`src/hdl/luhn_pkg.sv`:
```
`timescale 1ns / 1ps
// ----------------------------------------------------------------------------
// luhn_pkg
// Shared constants and controller/datapath interface types for the Luhn check.
// ----------------------------------------------------------------------------
package luhn_pkg;

    localparam int CARD_W         = 64;
    localparam int BCD_DIGITS     = 20;  // a 64-bit value has at most 20 decimal digits
    localparam int CNT_W          = 5;
    localparam int OUT_W          = 8;
    localparam int MAX_DIGITS_DEF = 19;

    // binary to BCD conversion moves four bits per step
    localparam int CONV_BITS      = 4;
    localparam int CONV_STEPS     = CARD_W / CONV_BITS;
    localparam int CONV_CNT_W     = $clog2(CONV_STEPS);

    localparam logic [1:0] KIND_INVALID = 2'd0;
    localparam logic [1:0] KIND_LEAD4   = 2'd1;
    localparam logic [1:0] KIND_LEAD3X  = 2'd2;
    localparam logic [1:0] KIND_LEAD5X  = 2'd3;

    typedef struct packed {
        logic load;
        logic conv_step;
        logic scan_step;
        logic out_load;
    } luhn_cmd_t;

    typedef struct packed {
        logic scan_stop;
    } luhn_status_t;

endpackage

```
`src/hdl/luhn_card_number_check_unit.sv`:
```
`timescale 1ns / 1ps
// Flow: a word is accepted in idle, converted from binary to BCD (four bits per cycle),
// then scanned one digit per step (N = digit count, 0..19) and loaded into the output
// register once any earlier word there has been taken; the next input waits till then.
// A finished word waits in the output register while the next input is taken.
// Reset: rst_n asynchronous, active low; clears the controller and output valid.
// ----------------------------------------------------------------------------
// luhn_card_number_check_unit
// Luhn mod-10 card number check with issuer classification by leading digits.
// ----------------------------------------------------------------------------
module luhn_card_number_check_unit #(
    parameter int MAX_DIGITS = luhn_pkg::MAX_DIGITS_DEF
) (
    input  logic                        clk,
    input  logic                        rst_n,
    input  logic                        s_axis_tvalid,
    output logic                        s_axis_tready,
    input  logic [luhn_pkg::CARD_W-1:0] s_axis_tdata,   // [63:0] card_number
    output logic                        m_axis_tvalid,
    input  logic                        m_axis_tready,
    output logic [luhn_pkg::OUT_W-1:0]  m_axis_tdata    // [1:0] issuer_kind, [2] checksum_ok,
                                                        // [7:3] digit_count
);

    luhn_pkg::luhn_cmd_t    cmd;
    luhn_pkg::luhn_status_t status;

    luhn_ctrl u_ctrl (
        .clk           (clk),
        .rst_n         (rst_n),
        .s_axis_tvalid (s_axis_tvalid),
        .s_axis_tready (s_axis_tready),
        .m_axis_tvalid (m_axis_tvalid),
        .m_axis_tready (m_axis_tready),
        .status        (status),
        .cmd           (cmd)
    );

    luhn_dp #(
        .MAX_DIGITS (MAX_DIGITS)
    ) u_dp (
        .clk         (clk),
        .cmd         (cmd),
        .card_number (s_axis_tdata),
        .status      (status),
        .out_data    (m_axis_tdata)
    );

endmodule

```
`src/hdl/luhn_dp.sv`:
```
`timescale 1ns / 1ps
// ----------------------------------------------------------------------------
// luhn_dp
// Datapath: binary to BCD conversion, digit scan with running Luhn sum mod 10,
// classification and output word register.
// ----------------------------------------------------------------------------
module luhn_dp #(
    parameter int MAX_DIGITS = luhn_pkg::MAX_DIGITS_DEF
) (
    input  logic                           clk,
    input  luhn_pkg::luhn_cmd_t            cmd,
    input  logic [luhn_pkg::CARD_W-1:0]    card_number,
    output luhn_pkg::luhn_status_t         status,
    output logic [luhn_pkg::OUT_W-1:0]     out_data
);

    localparam int BCD_W = luhn_pkg::BCD_DIGITS * 4;
    localparam int CW    = luhn_pkg::CNT_W;

    logic [luhn_pkg::CARD_W-1:0] bin_reg;
    logic [BCD_W-1:0]            bcd_reg;
    logic [CW-1:0]               cnt_reg;
    logic [3:0]                  sum_reg;
    logic [3:0]                  lead_reg;
    logic [3:0]                  second_reg;
    logic [luhn_pkg::OUT_W-1:0]  out_reg;

    logic [luhn_pkg::CARD_W-1:0] bin_next;
    logic [BCD_W-1:0]            bcd_next;

    logic [3:0] digit;
    logic [4:0] dbl;
    logic [4:0] dbl_adj;
    logic [3:0] addend;
    logic [4:0] sum_raw;
    logic [3:0] sum_next;

    logic       overflow;
    logic       sum_ok;
    logic [1:0] kind;
    logic [luhn_pkg::OUT_W-1:0] out_next;

    // double dabble, four shifts per cycle
    always_comb
    begin
        bin_next = bin_reg;
        bcd_next = bcd_reg;
        for (int s = 0; s < luhn_pkg::CONV_BITS; s++)
        begin
            for (int k = 0; k < luhn_pkg::BCD_DIGITS; k++)
            begin
                if (bcd_next[4*k +: 4] >= 4'd5)
                begin
                    bcd_next[4*k +: 4] = bcd_next[4*k +: 4] + 4'd3;
                end
            end
            bcd_next = {bcd_next[BCD_W-2:0], bin_next[luhn_pkg::CARD_W-1]};
            bin_next = {bin_next[luhn_pkg::CARD_W-2:0], 1'b0};
        end
    end

    // one digit per scan step, least significant first
    always_comb
    begin
        digit   = bcd_reg[3:0];
        dbl     = {digit, 1'b0};
        dbl_adj = (dbl >= 5'd10) ? (dbl - 5'd9) : dbl;
        addend  = cnt_reg[0] ? dbl_adj[3:0] : digit;
        sum_raw = {1'b0, sum_reg} + {1'b0, addend};
        sum_next = (sum_raw >= 5'd10) ? 4'(sum_raw - 5'd10) : sum_raw[3:0];
    end

    assign status.scan_stop = (bcd_reg == '0) || (cnt_reg == CW'(MAX_DIGITS));

    always_comb
    begin
        overflow = (bcd_reg != '0);
        sum_ok   = (sum_reg == 4'd0);
        kind     = luhn_pkg::KIND_INVALID;
        if (sum_ok && (cnt_reg >= CW'(2)))
        begin
            if ((lead_reg == 4'd4) && ((cnt_reg == CW'(13)) || (cnt_reg == CW'(16))))
            begin
                kind = luhn_pkg::KIND_LEAD4;
            end
            else if ((lead_reg == 4'd3) && ((second_reg == 4'd4) || (second_reg == 4'd7))
                     && (cnt_reg == CW'(15)))
            begin
                kind = luhn_pkg::KIND_LEAD3X;
            end
            else if ((lead_reg == 4'd5) && (second_reg >= 4'd1) && (second_reg <= 4'd5)
                     && (cnt_reg == CW'(16)))
            begin
                kind = luhn_pkg::KIND_LEAD5X;
            end
        end
        out_next = overflow ? '0 : {cnt_reg, sum_ok, kind};
    end

    always_ff @(posedge clk)
    begin
        if (cmd.load)
        begin
            bin_reg    <= card_number;
            bcd_reg    <= '0;
            cnt_reg    <= '0;
            sum_reg    <= '0;
            lead_reg   <= '0;
            second_reg <= '0;
        end
        else if (cmd.conv_step)
        begin
            bin_reg <= bin_next;
            bcd_reg <= bcd_next;
        end
        else if (cmd.scan_step)
        begin
            bcd_reg    <= {4'd0, bcd_reg[BCD_W-1:4]};
            cnt_reg    <= cnt_reg + CW'(1);
            sum_reg    <= sum_next;
            second_reg <= lead_reg;
            lead_reg   <= digit;
        end
        if (cmd.out_load)
        begin
            out_reg <= out_next;
        end
    end

    assign out_data = out_reg;

`ifndef SYNTHESIS
    a_sum_range: assert property (@(posedge clk) cmd.scan_step |=> (sum_reg < 4'd10))
        else $error("running digit sum left mod-10 range");
    a_cnt_limit: assert property (@(posedge clk)
        cmd.scan_step |-> (cnt_reg < CW'(MAX_DIGITS)))
        else $error("digit scan ran past the digit limit");
    a_cnt_clear: assert property (@(posedge clk) cmd.load |=> (cnt_reg == '0))
        else $error("digit count not cleared on new word");
`endif

endmodule

```
`src/hdl/luhn_ctrl.sv`:
```
`timescale 1ns / 1ps
// ----------------------------------------------------------------------------
// luhn_ctrl
// Controller: sequences conversion, digit scan and output handoff; owns the
// stream handshakes and the output valid flag.
// ----------------------------------------------------------------------------
module luhn_ctrl (
    input  logic                    clk,
    input  logic                    rst_n,
    input  logic                    s_axis_tvalid,
    output logic                    s_axis_tready,
    output logic                    m_axis_tvalid,
    input  logic                    m_axis_tready,
    input  luhn_pkg::luhn_status_t  status,
    output luhn_pkg::luhn_cmd_t     cmd
);

    localparam int CCW = luhn_pkg::CONV_CNT_W;

    typedef enum logic [3:0] {
        ST_IDLE = 4'b0001,
        ST_CONV = 4'b0010,
        ST_SCAN = 4'b0100,
        ST_DONE = 4'b1000
    } state_t;

    state_t         state_reg, state_next;
    logic [CCW-1:0] conv_cnt_reg, conv_cnt_next;
    logic           out_valid_reg, out_valid_next;

    always_comb
    begin
        state_next     = state_reg;
        conv_cnt_next  = conv_cnt_reg;
        cmd            = '0;
        case (state_reg)
            ST_IDLE:
            begin
                conv_cnt_next = '0;
                if (s_axis_tvalid)
                begin
                    cmd.load   = 1'b1;
                    state_next = ST_CONV;
                end
            end
            ST_CONV:
            begin
                cmd.conv_step = 1'b1;
                conv_cnt_next = conv_cnt_reg + CCW'(1);
                if (conv_cnt_reg == CCW'(luhn_pkg::CONV_STEPS - 1))
                begin
                    state_next = ST_SCAN;
                end
            end
            ST_SCAN:
            begin
                if (status.scan_stop)
                begin
                    state_next = ST_DONE;
                end
                else
                begin
                    cmd.scan_step = 1'b1;
                end
            end
            ST_DONE:
            begin
                if (!out_valid_reg || m_axis_tready)
                begin
                    cmd.out_load = 1'b1;
                    state_next   = ST_IDLE;
                end
            end
            default:
            begin
                state_next = ST_IDLE;
            end
        endcase
    end

    always_comb
    begin
        if (cmd.out_load)
        begin
            out_valid_next = 1'b1;
        end
        else if (m_axis_tready)
        begin
            out_valid_next = 1'b0;
        end
        else
        begin
            out_valid_next = out_valid_reg;
        end
    end

    always_ff @(posedge clk or negedge rst_n)
    begin
        if (!rst_n)
        begin
            state_reg     <= ST_IDLE;
            conv_cnt_reg  <= '0;
            out_valid_reg <= 1'b0;
        end
        else
        begin
            state_reg     <= state_next;
            conv_cnt_reg  <= conv_cnt_next;
            out_valid_reg <= out_valid_next;
        end
    end

    assign s_axis_tready = (state_reg == ST_IDLE);
    assign m_axis_tvalid = out_valid_reg;

`ifndef SYNTHESIS
    a_no_overwrite: assert property (@(posedge clk) disable iff (!rst_n)
        cmd.out_load |-> (!out_valid_reg || m_axis_tready))
        else $error("pending output word overwritten");
    a_accept_conv: assert property (@(posedge clk) disable iff (!rst_n)
        (s_axis_tvalid && s_axis_tready) |=> (state_reg == ST_CONV) && (conv_cnt_reg == '0))
        else $error("accepted word did not start conversion");
    a_conv_len: assert property (@(posedge clk) disable iff (!rst_n)
        (state_reg == ST_CONV) && (conv_cnt_reg == CCW'(luhn_pkg::CONV_STEPS - 1))
        |=> (state_reg == ST_SCAN))
        else $error("conversion length wrong");
`endif

endmodule
```
`config.mk`:
```
export PLATFORM = sky130hd
export DESIGN_NAME = luhn_card_number_check_unit
export DESIGN_NICKNAME = d
export VERILOG_FILES = /design/src/hdl/luhn_pkg.sv /design/src/hdl/luhn_card_number_check_unit.sv /design/src/hdl/luhn_dp.sv /design/src/hdl/luhn_ctrl.sv
export SDC_FILE = /design/constraint.sdc
export NUM_CORES = 1
export LEC_CHECK = 0
export BUFFER_PORTS_ARGS = -buffer_cell sky130_fd_sc_hd__buf_2
export CAP_MARGIN = 15
export CORE_MARGIN = 10
export CORE_UTILIZATION = 53
export CTS_BUF_LIST = sky130_fd_sc_hd__clkbuf_8
export CTS_CLUSTER_SIZE = 10
export DETAILED_ROUTE_END_ITERATION = 8
export PLACE_DENSITY = 0.69
export SLEW_MARGIN = 40
export SYNTH_ARGS = -nofsm -noshare
export SYNTH_HDL_FRONTEND = slang
export SYNTH_HIERARCHICAL = 1
export SYNTH_SLANG_ARGS = --single-unit
```
`constraint.sdc`:
```
create_clock -name clk -period 5.7 [get_ports clk]
set_input_delay 0.285 -clock clk [delete_from_list [all_inputs] [get_ports clk]]
set_output_delay 0.285 -clock clk [all_outputs]
set_load 0.02 [all_outputs]
```
* Yosys cells after proc, flatten, opt, wreduce, memory -nomap -nowiden
Cells that the tools add are included.
Cells by class: muxes and demuxes 105, bitwise gates (word level) 2, reductions and logical operators 23, equality and inequality tests 18, add/sub/neg operators 85, order comparisons 85
Operators with widths (count):
- $mux W4 | 83
- $ge A4 B3 Y1 const B | 80
- $add A4 B2 Y4 const B | 76
- $mux W80 | 2
- $mux W64 | 2
- $logic_not A80 Y1 | 1
- $reduce_bool A80 Y1 | 1
- $eq A4 B3 Y1 const B | 5
- $pmux W4 S4 | 1
- $add A3 B2 Y3 const B | 4
- $mux W3 | 4
- $eq A5 B4 Y1 const B | 2
- $eq A5 B5 Y1 const B | 2
- $ge A5 B4 Y1 const B | 2
- $mux W1 | 10
- $eq A4 B2 Y1 const B | 2
- $eq A4 B4 Y1 const B | 2
- $pmux W4 S2 | 1
- $reduce_bool A2 Y1 | 4
- $sub A4 B4 Y4 const B | 2
- $logic_and A1 B1 Y1 | 7
- $add A4 B4 Y5 | 1
- $add A5 B1 Y5 const B | 1
- $ge A5 B2 Y1 const B | 1
- 15 further kinds | 22
Storage, ports and cells: output and inout port bits 10, bits in registers 178, word-level logic and storage cells 330, input port bits 68

* Depth between registers and ports, before layout
depth in word-level cells 9, depth in mapped cells 19, gate-level depth less buffers 19

* Modules after synthesis
Netlist, hierarchy kept.
Modules (own cells, without submodules):
- luhn_dp | cells an instance 2228, times used 1, seq. area each 4103.9 um^2, area an instance 18203.7 um^2
- luhn_ctrl | cells an instance 45, times used 1, seq. area each 226.5 um^2, area an instance 455.4 um^2

* Worst setup path before layout
No wires, ideal clock.
path kind reg2reg, start point register u_ctrl.state_reg[0], end point register u_dp.bcd_reg[40], cell stages (with the launch flop) 9, path slack 1.292 ns, setup time 0.247 ns, buffers on the path 3, arrival 4.161 ns, clock period less this slack 4.408 ns, data required time 5.453 ns, cell sequence dfstp_2 > or4b_4 > inv_1 > and2_1 > clkbuf_1 > or2_2 > clkbuf_1 > clkbuf_1 > o221ai_1
RTL lines:
- from (decl) | line luhn_ctrl.sv:27 | state_t state_reg, state_next;
- from (signal assigned) | line luhn_ctrl.sv:107 | state_reg <= state_next;
- to (signal assigned) | line luhn_dp.sv:114 | bcd_reg <= bcd_next;
- to (signal assigned) | line luhn_dp.sv:118 | bcd_reg <= {4'd0, bcd_reg[BCD_W-1:4]};
- to (decl) | line luhn_dp.sv:21 | logic [BCD_W-1:0] bcd_reg;

* Worst setup path in the final report
start point register u_dp.bcd_reg[52], end point register u_dp.bcd_reg[60]
On the way: cells in the longest elaborated chain, start to end 9, elaborated cells on any way between the ends 24, classes of those cells add/sub (6); order compare (6); mux (9); reduce/logical (3)
RTL lines:
- $add A4 B2 Y4 or $ge A4 B3 Y1 (tied branches) | line luhn_dp.sv:54, luhn_dp.sv:52
- $mux W4 | line luhn_dp.sv:52 | if (bcd_next[4*k +: 4] >= 4'd5)
- $add A4 B2 Y4 or $ge A4 B3 Y1 (tied branches) | line luhn_dp.sv:54, luhn_dp.sv:52
- $mux W4 | line luhn_dp.sv:52
- $add A4 B2 Y4 or $ge A4 B3 Y1 (tied branches) | line luhn_dp.sv:54, luhn_dp.sv:52
- $mux W4 | line luhn_dp.sv:52
- $add A4 B2 Y4 or $ge A4 B3 Y1 (tied branches) | line luhn_dp.sv:54, luhn_dp.sv:52
- $mux W4 | line luhn_dp.sv:52
- $mux W80 | line luhn_dp.sv:111 | else if (cmd.conv_step)
Parallel ways exist; a longest one is shown, timed or not. A chain may end at the register's enable or synchronous reset.

==> metrics.md <==
| Metric | Value |
|---|---|
| Status | `finished, final reports clean` |
| Final critical-path share of the clock period | `68.7%` |
| Vias | `16900` |
| Boundary Pins | `78` |
| Starting density of the core | `53.9%` |
| Shortest period the worst path allows | `3.91 ns` |
| Commonest non-fill, non-tap cell in the layout | `sky130_fd_sc_hd__nand2_1` |
| Initial DRT Pass Iterations | `6` |
| Post-DR wirelength/cell | `17.1 microns` |
| Initial antenna violation count | `0` |
| First-pass GRT wire length | `77000 microns` |
| Number of instances on the worst hold path | `2` |
| Clock tree from TritonCTS | `done` |
| Total Routed Length | `47100 microns` |
| Largest register FFs | `80` |
| Startpoint of the most critical hold path | `m_axis_tready` |
| Number of flops mapped to enable cells by yosys | `72` |
| Clock buffers created by TritonCTS | `17` |
| Layout cells sized above 1 | `16.3%` |
| Starting DRT DRC Count | `992` |
| Area of the die | `43100 sq um` |
| Hold/Removal Path Class | `in -> reg` |
| RSZ-0062 raised after global routing | `false` |
| Synthesized flop and latch total | `178` |
| Number of sinks driven by the clock tree | `178` |
| Type of destination of the critical path | `flip-flop` |
| Per-cell via count in the routed design | `6.16` |
| Synth area leaders | `sky130_fd_sc_hd__edfxtp_1 (12%), sky130_fd_sc_hd__dfxtp_1 (10%), sky130_fd_sc_hd__ha_1 (7.4%)` |
| Cell at the root of the clock tree | `sky130_fd_sc_hd__clkbuf_8` |
| Number of placement rows | `68` |
| Longest Clk Path Bufs | `2` |
| Worst reg2reg endpoint | `u_dp/bcd_reg[60]$_SDFFE_PP0P_` |
| Count of nets left with antenna violations after detail routing | `0` |
| Count of final hold-check violations | `0` |
| Fill cell count | `3141` |
| Number of levels the H-tree was split into | `4` |
| Maximum number of pins on one net before global-route repair | `113` |
| Die width | `208 microns` |
| Most frequent cells in the layout | `sky130_fd_sc_hd__nand2_1 (261), sky130_fd_sc_hd__nor2_1 (151), sky130_fd_sc_hd__inv_1 (123), sky130_fd_sc_hd__o21ai_0 (123), sky130_fd_sc_hd__mux2i_1 (118)` |
| Worst-case reg-to-reg path depth | `15` |
| CP Data Arrival Time | `4.28 ns` |
| WS Path Type | `reg -> reg` |
| Count of unique library cells instantiated by Yosys | `102` |
| Worst r2r src | `u_dp/bcd_reg[52]$_SDFFE_PP0P_` |
| Count of antenna diodes in the layout | `0` |
| Total half-perimeter wirelength after legalization and detailed placement | `35500 microns` |
| Post-placement setup slack | `1.86 ns` |
| Source-to-sink clock delay at the later pin of the worst-skew pair | `0.48 ns` |
| Pin slew with the least headroom to its limit | `0.786 ns` |
| Total of buffers placed on input and output ports | `77` |
| Crit path required time | `6.07 ns` |
| Die Ht | `208 microns` |
| Flip-flop cell with the highest count after synthesis | `sky130_fd_sc_hd__dfxtp_1` |
| Post-synthesis cell type with the largest combined area | `sky130_fd_sc_hd__edfxtp_1` |
| Area share of the largest cell type after synthesis | `11.6%` |
| Synth-to-layout area growth | `5.51%` |
| Gr ovfl total | `0` |
| CTS-repair resized insts | `0` |
| Fraction of the yosys area taken by sequential cells | `23.2%` |
| End of the worst hold path | `u_ctrl/m_axis_tvalid$_DFFE_PN0P_` |
| Peak clock frequency supported by timing | `255 MHz` |
| Combined area of all synthesized cells | `18700 sq um` |
| Number of instances in the synthesized netlist | `2273` |
| Final #Nets | `2456` |
| Post-Route Setup TNS | `0 ns` |
| Gpl congestion | `0.888` |
| Final number of setup-violating endpoints | `0` |
| Avg Synthesized Cell Area | `8.21 sq um` |
| Overall fraction of global-route tracks in use | `20.7%` |
| Number of global-route vias before repair | `15800` |
| Reg clk slew, reported paths | `0.11 ns` |
| Crit Path Max Fanout | `7` |
| Total count of max-transition violations in the final report | `0` |
| Core Area | `34600 sq um` |
| Headroom to the max-slew limit | `47.5%` |
| Worst-case clock skew | `0.0191 ns` |
| Async set or reset register ratio after synthesis | `5.06%` |
| Reported max-cap violation count | `0` |
| Worst Setup Start Kind | `flip-flop` |
| Synthesized net count | `2452` |
| Internal reg-to-reg setup slack | `1.79 ns` |
| Synth Warn # | `6` |
| Detailed-route DRC error count | `0` |
| Setup ws final | `1.79 ns` |
## how the worst max path moves through the flow
| stage | from | to | slack, ns | depth (start not counted) |
|---|---|---|---|---|
| after detailed placement | u_dp/bcd_reg[16]$_SDFFE_PP0P_ | u_dp/bcd_reg[20]$_SDFFE_PP0P_ | 1.86 | 19 |
| after CTS | u_dp/bcd_reg[16]$_SDFFE_PP0P_ | u_dp/bcd_reg[20]$_SDFFE_PP0P_ | 1.80 | 19 |
| final | u_dp/bcd_reg[52]$_SDFFE_PP0P_ | u_dp/bcd_reg[60]$_SDFFE_PP0P_ | 1.79 | 15 |
| after global routing | u_dp/bcd_reg[73]$_SDFFE_PP0P_ | u_dp/bcd_reg[76]$_SDFFE_PP0P_ | 1.41 | 18 |
| after floorplan | u_ctrl/state_reg[0]$_DFFE_PN1P_ | u_dp/bcd_reg[40]$_SDFFE_PP0P_ | 1.29 | 8 |
| after global placement | u_dp/bcd_reg[73]$_SDFFE_PP0P_ | u_dp/bcd_reg[76]$_SDFFE_PP0P_ | 1.98 | 18 |
## worst max-delay path, stage by stage, from the launching register on
cell,delay (ns)
sky130_fd_sc_hd__dfxtp_1,0.51
sky130_fd_sc_hd__inv_1,0.14
sky130_fd_sc_hd__ha_1,0.28
sky130_fd_sc_hd__nor2b_1,0.17
sky130_fd_sc_hd__or3_1,0.37
sky130_fd_sc_hd__nand2_1,0.19
sky130_fd_sc_hd__ha_1,0.19
sky130_fd_sc_hd__o21bai_1,0.11
sky130_fd_sc_hd__a211oi_1,0.11
sky130_fd_sc_hd__or2_2,0.29
sky130_fd_sc_hd__ha_1,0.33
sky130_fd_sc_hd__and2_1,0.17
sky130_fd_sc_hd__a311oi_2,0.36
sky130_fd_sc_hd__a21o_1,0.17
sky130_fd_sc_hd__nor2_1,0.06
sky130_fd_sc_hd__a2111oi_1,0.35
## cell families after synthesis
kind of cell / after synthesis / synth area share (%)
mux: 216 / 12.5
xor+xnor: 33 / 1.59
flops: 178 / 23.2
compound gates: 768 / 30.9
buf+inv: 228 / 4.96
fa+ha+maj: 111 / 7.48
simple gates: 739 / 19.4
## cells in the mapped netlist, types with 31 or more instances
cell,instances
sky130_fd_sc_hd__nand2_1,261
sky130_fd_sc_hd__nor2_1,153
sky130_fd_sc_hd__inv_1,124
sky130_fd_sc_hd__o21ai_0,123
sky130_fd_sc_hd__mux2i_1,119
sky130_fd_sc_hd__a21oi_1,110
sky130_fd_sc_hd__ha_1,110
sky130_fd_sc_hd__a211oi_1,98
sky130_fd_sc_hd__dfxtp_1,97
sky130_fd_sc_hd__mux2_2,81
sky130_fd_sc_hd__edfxtp_1,72
sky130_fd_sc_hd__o21ai_1,62
sky130_fd_sc_hd__nand2b_1,55
sky130_fd_sc_hd__clkbuf_1,52
sky130_fd_sc_hd__nor2b_1,36
sky130_fd_sc_hd__and2_1,35
sky130_fd_sc_hd__buf_2,32
sky130_fd_sc_hd__a21o_1,31
sky130_fd_sc_hd__or2_2,31
## layout make-up
type                            count  area, sq um  share of cell area, %
Clock buffer                       17          234                   1.19
Sequential cell                   178         4330                   22.0
Multi-Input combinational cell   1867        13400                   68.2
Timing Repair Buffer               86          493                   2.50
Tap cell                          455          569                   2.89
Clock inverter                     15          153                  0.775
Inverter                          127          478                   2.43
## routing by layer
metal | wire (microns) | vias to the layer above | global-route usage [%]
met5 | 0 | - | 0
met4 | 817 | 0 | 5.43
met3 | 1900 | 49 | 2.69
met2 | 22900 | 349 | 35.8
met1 | 21400 | 8016 | 26.5
li1 | - | 8498 | -
## per-stage QoR
| stage | cell area [sq um] | util [%] | cells | hold slack (ns) |
|---|---|---|---|---|
| global placement | 19300 | 55.6 | 2711 | 0.145 |
| finish | 19700 | 56.9 | 2745 | 0.0221 |
| global route | 19700 | 56.9 | 2745 | 0.00529 |
| CTS | 19700 | 56.8 | 2745 | 0.00242 |
| detailed placement | 19300 | 55.7 | 2712 | 0.145 |
| floorplan | 18700 | - | 2273 | -0.0106 |
## repair_timing
| item | CTS | global route |
|---|---|---|
| setup buffers | 0 | 0 |
| hold buffers | 1 | 0 |
| setup endpoints to repair | 0 | 0 |
| endpoints found under the hold margin | 9 | 0 |
Power is left out: the tool's default activity adds up to more than one toggle a clock period on the data nets, which glitch-free logic cannot reach.
